`config.mk`:
```
export PLATFORM = sky130hd
export DESIGN_NAME = rau_fifo
export DESIGN_NICKNAME = d
export VERILOG_FILES = /design/src/rtl/assert_macros.svh /design/src/rtl/rau_pkg.sv /design/src/rtl/rau_fifo.sv
export SDC_FILE = /design/constraint.sdc
export NUM_CORES = 1
export LEC_CHECK = 0
export ABC_AREA = 1
export BUFFER_PORTS_ARGS = -buffer_cell sky130_fd_sc_hd__buf_4
export CAP_MARGIN = 5
export CORE_UTILIZATION = 40
export CTS_CLUSTER_DIAMETER = 200
export DETAILED_ROUTE_END_ITERATION = 16
export PLACE_DENSITY = 0.66
export SLEW_MARGIN = 10
export SYNTH_ARGS = -nofsm -noshare
export SYNTH_HDL_FRONTEND = slang
export SYNTH_SLANG_ARGS = --single-unit
```
`constraint.sdc`:
```
create_clock -name clk -period 16.3 [get_ports clk]
set_input_delay 3.26 -clock clk [delete_from_list [all_inputs] [get_ports clk]]
set_output_delay 3.26 -clock clk [all_outputs]
set_load 0.005 [all_outputs]
```
`src/rtl/assert_macros.svh`:
```
// Assertion helpers, clocked on clk and held off during reset.
`ifndef ASSERT_MACROS_SVH
`define ASSERT_MACROS_SVH

`define RAU_ASSERT(lbl, prop, msg) \
  lbl: assert property (@(posedge clk) disable iff (!rst_n) prop) else $error(msg);

`define RAU_NEVER(lbl, expr, msg) \
  `RAU_ASSERT(lbl, !(expr), msg)

`endif

```
`src/rtl/rau_pkg.sv`:
```
package rau_pkg;

  localparam int WORD_BITS_DEF = 32;
  localparam int NUM_W         = 32;
  localparam int DEN_W         = 31;
  localparam int OP_W          = 3;
  localparam int ERR_W         = 2;
  localparam int Q_DEPTH       = 2;

  typedef enum logic [OP_W-1:0] {
    OP_NORM = 3'd0,
    OP_ADD  = 3'd1,
    OP_SUB  = 3'd2,
    OP_MUL  = 3'd3,
    OP_DIV  = 3'd4,
    OP_LESS = 3'd5,
    OP_EQ   = 3'd6,
    OP_NOP  = 3'd7
  } op_t;

  typedef enum logic [ERR_W-1:0] {
    ERR_OK   = 2'd0,
    ERR_ZDEN = 2'd1,
    ERR_DIVZ = 2'd2,
    ERR_OVF  = 2'd3
  } err_t;

  typedef struct packed {
    op_t                     op;
    logic signed [NUM_W-1:0] a_num;
    logic signed [NUM_W-1:0] a_den;
    logic signed [NUM_W-1:0] b_num;
    logic        [DEN_W-1:0] b_den;
  } item_t;

  typedef struct packed {
    logic done;
    err_t err;
  } red_rsp_t;

  typedef enum logic [1:0] {
    R_IDLE,
    R_GCD,
    R_DIV,
    R_CHK
  } red_state_t;

  typedef enum logic [2:0] {
    B_IDLE,
    B_RA,
    B_RB,
    B_MUL,
    B_CMB,
    B_RR,
    B_OUT
  } back_state_t;

endpackage

```
`src/rtl/rau_fifo.sv`:
```
module rau_fifo #(
  parameter int DEPTH = rau_pkg::Q_DEPTH
) (
  input  logic            clk,
  input  logic            rst_n,
  input  logic            push,
  input  rau_pkg::item_t  wdata,
  output logic            full,
  input  logic            pop,
  output rau_pkg::item_t  rdata,
  output logic            empty
);
  import rau_pkg::*;

  localparam int PW = (DEPTH > 1) ? $clog2(DEPTH) : 1;
  localparam int CW = $clog2(DEPTH + 1);

  item_t          mem_r [DEPTH];
  logic [PW-1:0]  wr_ptr_r, wr_ptr_nxt;
  logic [PW-1:0]  rd_ptr_r, rd_ptr_nxt;
  logic [CW-1:0]  cnt_r, cnt_nxt;

  assign full  = (cnt_r == CW'(DEPTH));
  assign empty = (cnt_r == '0);
  assign rdata = mem_r[rd_ptr_r];

  always_comb begin
    wr_ptr_nxt = wr_ptr_r;
    rd_ptr_nxt = rd_ptr_r;
    cnt_nxt    = cnt_r;
    if (push) begin
      wr_ptr_nxt = (wr_ptr_r == PW'(DEPTH - 1)) ? '0 : wr_ptr_r + 1'b1;
    end
    if (pop) begin
      rd_ptr_nxt = (rd_ptr_r == PW'(DEPTH - 1)) ? '0 : rd_ptr_r + 1'b1;
    end
    if (push && !pop) begin
      cnt_nxt = cnt_r + 1'b1;
    end else if (pop && !push) begin
      cnt_nxt = cnt_r - 1'b1;
    end
  end

  always_ff @(posedge clk) begin
    if (!rst_n) begin
      wr_ptr_r <= '0;
      rd_ptr_r <= '0;
      cnt_r    <= '0;
    end else begin
      wr_ptr_r <= wr_ptr_nxt;
      rd_ptr_r <= rd_ptr_nxt;
      cnt_r    <= cnt_nxt;
    end
  end

  always_ff @(posedge clk) begin
    if (push) begin
      mem_r[wr_ptr_r] <= wdata;
    end
  end

endmodule

```
==> run_results.csv, run 1 <==
group,metric,value,unit
run_status,status,"completed",
floorplan,io_pins,266,
worst_setup_path,critPathKind,"reg -> out",
synthesis,synth_mux_area_share,15.2,%
global_route,top_usage_layer,"met2",
timing,fmax,163,MHz
global_route,met1_usage,15.6,%
timing,maxSlewHeadroom,38.1,%
finish,mostFrequentLayoutCell,"buf_4",
detailed_routing,routed_wl,18300,microns
timing,tightest_slew,929,ps
synthesis,syn-instance-count,439,
worst_setup_path,rr_worst_depth,3,
detailed_routing,num_vias,4971,
synthesis,synth_top_family_by_area,"multiplexers",
clocking,cts_tree,"built",
place,gp_congestion,0.689,
finish,multiInputGateArea,1570,sq um
detailed_routing,firstDrtPassIters,4,
finish,stdcell_count,1062,
global_route,grt_overflow,0,
worst_setup_path,r2r_start,"wr_ptr_r$_SDFFE_PN0P_",
worst_hold_path,hp-start,"rd_ptr_r$_SDFFE_PN0P_",
worst_hold_path,min_path_type,"reg -> reg",
timing,drv_slew,0,
worst_setup_path,critical_path.max_fanout,66,
synthesis,avgSynthCellArea,21.9,sq um
worst_setup_path,end_kind,"output pin",
worst_setup_path,critPathLaunchType,"flop",
clocking,cts_max_level,1,
worst_setup_path,worstPathArrival,2870,ps
place,dp_hpwl,12100,microns
timing,rsz0062_at_grt,"no",
synthesis,yosys.cell_types.count,14,
power_and_ir_drop,p_per_area,119,nW/um^2
clocking,path_clk_slew,60,ps
detailed_routing,vias_per_cell,4.68,
clocking,cts_buffer_depth,3,
global_route,grt.total_usage,14.1,%
finish,final.fill_count,1946,
synthesis,synthAdderAreaFrac,0.130,%
timing,finalSetupViolCount,0,
synthesis,synth-simple-area-share,0.779,%
finish,ff_latch_area,7910,sq um
synthesis,synth_xor_xnor_area_share,0,%
clocking,ctsResizeCount,0,
worst_hold_path,whs_path_depth,2,
synthesis,synth_seq_cells,265,
timing,finalClockSkew,4.57,ps
floorplan,die_w,157,microns
worst_setup_path,r2r-end,"mem_r[1][98]$_DFFE_PP_",
finish,antenna_cells,0,
floorplan,coreArea,23500,sq um
worst_setup_path,crit_required,13040,ps
floorplan,die-area,24700,sq um
clocking,clock_sinks,265,
timing,period_share,37.6,%
clocking,cts_buffers,28,
synthesis,synth_compound_area_share,0.104,%
place,dp_cells,1013,
place,io_buffer_count,265,
clocking,clock_latency,520,ps
floorplan,row_count,56,
detailed_routing,ant_nets,0,
clocking,root_buffer,"clkbuf_16",
finish,finish.utilization,54.2,%
finish,area.growth.synth_to_final,32.5,%
clocking,post-cts-setup-buffers,0,
detailed_routing,drc,0,
synthesis,synth_nets,574,
run,max_cap_viol_count,0,
timing,fin_crit,6130,ps
finish,drive_gt1_share,58.4,%
synthesis,yosys_warnings,0,
floorplan,die_y,157,microns
global_route,grt_pass1_vias,5233,
timing,hold_viol_final,0,
synthesis,yosysSeqAreaShare,82.1,%
finish,most-common-layout-cells,"buf_4 (269), edfxtp_1 (260), mux2_2 (130)",
floorplan,initial_core_util,40.9,%
global_route,grt_pass1_wl,26800,microns
power_and_ir_drop,peakVddDrop,0.0000910,V
finish,nNetsFinal,859,
detailed_routing,wire_per_inst,17.2,microns
detailed_routing,drt_first_iter_violations,164,
global_route,grtUsageMet2,24.9,%
global_route,antenna_found_initial,0,
global_route,met3_usage,5.29,%
synthesis,syn_area,9630,sq um
timing,setup_total_negative_slack,0,ps
clocking,ctsHoldBuffers,0,
power_and_ir_drop,leakagePower,0.00476,uW
worst_setup_path,worst-r2r-setup-slack,13910,ps
global_route,grt_max_degree,67,
[logic make-up after synthesis]
family / count (synthesis)
and+or+nand+nor: 19
DFF: 265
adders and majority gates: 1
AOI/OAI and AO/OA: 2
buffers and inverters: 22
muxes: 130
[synthesized netlist by cell type (all sizes together)]
cell    number  area [sq um]
dfxtp        5           100
buf         14           135
inv          8          30.0
o21ai        1          5.00
edfxtp     260          7810
a21oi        1          5.00
ha           1          12.5
nand3        1          5.00
nand2        8          30.0
nand4        1          6.26
nor2         9          33.8
mux2       130          1460
[flip-flops by register name, summed over array words and instances (netlist names), named ones only]
| name | cells |
|---|---|
| cnt_r | 2 |
| wr_ptr_r | 1 |
| mem_r | 260 |
| rd_ptr_r | 1 |
[power by group]
| part | total (uW) | switching (uW) | internal, uW |
|---|---|---|---|
| sequential | 802 | 12.5 | 790 |
| combinational | 142 | 58.2 | 84.1 |
| clock | 572 | 234 | 338 |
[per-stage QoR]
step	power [uW]	cell area (sq um)	setup WS [ps]	hold WS, ps
6_report	1520	12800	10170	506
5_1_grt	1570	12800	9960	556
2_1_floorplan	879	9630	6940	463
3_5_place_dp	962	11900	10680	493
3_3_place_gp	955	11900	10710	476
4_1_cts	1540	12800	10100	505
[critical path, stage by stage, from the launching register on]
cell and delay [ps]:
dfxtp_4 920, buf_4 780, mux2_2 420, buf_4 140
[routing by layer]
layer | vias to the layer above | wire [microns] | share of wire (%)
met5 | - | 0 | 0
met4 | 0 | 464 | 2.5
met3 | 36 | 1760 | 9.6
met2 | 182 | 9340 | 51
met1 | 2456 | 6700 | 37
li1 | 2297 | - | -
[final cells by class]
class	count	share of cell area, %
tap	319	3.13
inverter	8	0.255
clock buffer	38	5.95
multi-input combinational	152	12.3
sequential	265	62.0
timing repair buffer	269	15.8
clock inverter	11	0.549
[worst max path at each step]
stage,endpoint,slack [ps]
floorplan,mem_r[0][0]$_DFFE_PP_,6940
global placement,rdata[13],10710
detailed placement,rdata[73],10680
CTS,rdata[70],10100
global route,rdata[13],9960
finish,rdata[13],10170
No activity file was read; power rests on OpenSTA's default activity.
==> inputs of run 2 (changes only) <==
--- a/config.mk
+++ b/config.mk
@@ -5,7 +5,7 @@
 export SDC_FILE = /design/constraint.sdc
 export NUM_CORES = 1
 export LEC_CHECK = 0
-export ABC_AREA = 1
+export ABC_AREA = 0
 export BUFFER_PORTS_ARGS = -buffer_cell sky130_fd_sc_hd__buf_4
 export CAP_MARGIN = 5
 export CORE_UTILIZATION = 40
==> constraint.sdc (replaced) <==
create_clock -name clk -period 6.14 [get_ports clk]
set_input_delay 1.228 -clock clk [delete_from_list [all_inputs] [get_ports clk]]
set_output_delay 1.228 -clock clk [all_outputs]
set_load 0.005 [all_outputs]
==> run 2 against run 1 <==
  * Combinational power grew to 3.0 times the previous value
  * Via count shrank 2.1%
  * Cell area grew 0.68%
  * Setup slack lost 7700 ps
  * Clock-buffer cell count shrank 8
  * Flip-flop and latch count is the same
  * Utilization grew 0.37 points
  * Register-to-register slack lost 9900 ps
  * Total power grew to 2.8 times the previous value
  * Critical path depth is the same
  * Critical path type unchanged
  * Critical endpoint is now rdata[20]
  * Largest cell class unchanged
==> run_results.csv, run 2 <==
group,metric,value,unit
detailed_routing,firstDrtPassIters,4,
power_and_ir_drop,p_int,3320,uW
floorplan,coreArea,23500,sq um
clocking,clock_latency,520,ps
power_and_ir_drop,p_per_area,326,nW/um^2
worst_setup_path,worstPathArrival,2430,ps
worst_setup_path,rr_worst_depth,2,
place,io_buffer_count,265,
finish,finish.utilization,54.6,%
clocking,post-cts-setup-buffers,0,
floorplan,die-area,24700,sq um
global_route,grt_max_degree,70,
finish,most-common-layout-cells,"buf_4 (270), edfxtp_1 (260), mux2_2 (130)",
power_and_ir_drop,power.share.switching,20.6,%
floorplan,die_y,157,microns
synthesis,yosys_warnings,0,
finish,top_regs,"mem_r x260, cnt_r x2",
clocking,root_buffer,"clkbuf_16",
timing,drv_slew,0,
synthesis,yosys.cell_types.count,17,
synthesis,syn-instance-count,426,
finish,top_register,"mem_r",
power_and_ir_drop,leakagePower,0.00478,uW
worst_hold_path,hp-start,"cnt_r[1]$_SDFFE_PN0P_",
clocking,clock_sinks,265,
clocking,ctsResizeCount,0,
synthesis,ys_async_sr_fraction,0,%
detailed_routing,drc,0,
run,max_cap_viol_count,0,
timing,maxSlewHeadroom,22.8,%
global_route,grt.total_usage,14.6,%
place,gp_congestion,0.795,
finish,nNetsFinal,847,
timing,setup_total_negative_slack,0,ps
clocking,ctsHoldBuffers,0,
synthesis,yosysTopAreaCell,"edfxtp_1",
worst_setup_path,worst-r2r-setup-slack,4050,ps
floorplan,io_pins,266,
synthesis,avgSynthCellArea,22.6,sq um
worst_setup_path,critical_path.max_fanout,54,
power_and_ir_drop,peakVddDrop,0.000196,V
clocking,cts_tree,"built",
clocking,cts_max_level,1,
power_and_ir_drop,p_switching,860,uW
detailed_routing,num_vias,4867,
detailed_routing,drt_first_iter_violations,173,
detailed_routing,wire_per_inst,17.5,microns
clocking,cts_buffer_depth,3,
worst_setup_path,r2r-end,"mem_r[0][89]$_DFFE_PP_",
timing,rsz0062_at_grt,"no",
detailed_routing,routed_wl,18400,microns
worst_hold_path,min_path_type,"reg -> reg",
worst_setup_path,crit_required,4910,ps
worst_hold_path,whs_endpoint,"cnt_r[1]$_SDFFE_PN0P_",
synthesis,yosysMostFrequentCell,"edfxtp_1",
finish,final.fill_count,1889,
power_and_ir_drop,seq_power_share,50.7,%
detailed_routing,ant_nets,0,
clocking,path_clk_slew,60,ps
floorplan,initial_core_util,40.9,%
detailed_routing,vias_per_cell,4.63,
synthesis,yosysSeqAreaShare,82.2,%
global_route,grt_pass1_wl,27600,microns
synthesis,yosys.area.top_type_share,81.1,%
worst_setup_path,r2r_start,"wr_ptr_r$_SDFFE_PN0P_",
worst_setup_path,critPathKind,"reg -> out",
finish,area.growth.synth_to_final,33.5,%
synthesis,synth_area_leaders,"edfxtp_1 (81%), mux2_2 (15%), buf_6 (1.2%)",
timing,tightest_slew,1160,ps
worst_hold_path,whs_path_depth,2,
worst_setup_path,critPathLaunchType,"flop",
timing,finalClockSkew,13.5,ps
clocking,cts_buffers,27,
floorplan,die_w,157,microns
global_route,antenna_found_initial,0,
synthesis,synth_seq_cells,265,
finish,largest_register_ffs,260,
floorplan,row_count,56,
finish,mostFrequentLayoutCell,"buf_4",
place,dp_hpwl,12100,microns
synthesis,synth_edf_count,260,
power_and_ir_drop,p_clk_share,39.1,%
power_and_ir_drop,pwr-share-comb,10.2,%
worst_setup_path,end_kind,"output pin",
timing,finalSetupViolCount,0,
synthesis,synth_nets,561,
timing,fin_crit,3650,ps
global_route,grt_pass1_vias,5235,
synthesis,netlist_top_cells_count,"edfxtp_1 (260), mux2_2 (130), buf_6 (10)",
finish,drive_gt1_share,61.1,%
synthesis,syn_area,9620,sq um
global_route,grt_overflow,0,
timing,period_share,59.5,%
synthesis,ys.flop_type,"edfxtp_1",
finish,antenna_cells,0,
timing,fmax,274,MHz
run_status,status,"completed",
timing,hold_viol_final,0,
-- run 2: layout make-up --
cell class | count | area [sq um] | share of cell area, %
clock buffers | 30 | 687 | 5.35
well taps | 319 | 399 | 3.11
flip-flops and latches | 265 | 7910 | 61.6
multi-input cells | 146 | 1590 | 12.3
inverters | 1 | 3.75 | 0.0292
clock inverters | 20 | 213 | 1.66
repair buffers | 271 | 2050 | 15.9
-- run 2: worst max path at each step --
| stage | start | to | slack [ps] | cells past startpoint |
|---|---|---|---|---|
| after floorplan | push | mem_r[0][0]$_DFFE_PP_ | 1070 | 1 |
| after global placement | flop | rdata[129] | 3010 | 3 |
| after detailed placement | push | mem_r[0][91]$_DFFE_PP_ | 2940 | 3 |
| after CTS | flop | rdata[129] | 2380 | 3 |
| after global routing | flop | rdata[129] | 2320 | 3 |
| final | flop | rdata[20] | 2490 | 3 |
-- run 2: kinds of logic after synthesis --
group	Yosys count	synth area share (%)
flops	265	82.2
mux	130	15.2
buf+inv	15	1.44
simple gates	9	0.559
compound gates	3	0.208
xor+xnor	3	0.273
fa+ha+maj	1	0.130
-- run 2: worst max-delay path, cell delays in order, from the launching register on --
cell	delay [ps]
dfxtp_4	650
buf_4	650
mux2_2	420
buf_4	140
-- run 2: layer usage --
| layer | vias to the layer above | share of wire (%) | global-route usage [%] | routed length (microns) |
|---|---|---|---|---|
| met4 | 0 | 2.2 | 3.98 | 413 |
| met2 | 185 | 51 | 25.9 | 9290 |
| met3 | 28 | 10 | 5.62 | 1860 |
| li1 | 2268 | - | - | - |
| met1 | 2386 | 37 | 16.2 | 6820 |
| met5 | - | 0 | 0 | 0 |
-- run 2: power groups by stage --
stage	clock [uW]	sequential, uW	combinational (uW)
finish	1630	2120	427
global route	1740	2130	461
CTS	1690	2120	437
detailed placement	0	2160	434
global placement	0	2160	424
floorplan	0	2150	198
-- run 2: metrics by stage --
stage                     power [uW]  std cells  cell area, sq um  setup WS (ps)  hold WS (ps)
after global routing            4340       1052             12800           2320           557
after global placement          2580       1002             11900           3010           480
final                           4180       1052             12800           2490           515
after floorplan                 2350        426              9630           1070           466
after CTS                       4250       1052             12800           2380           521
after detailed placement        2600       1002             11900           2940           501
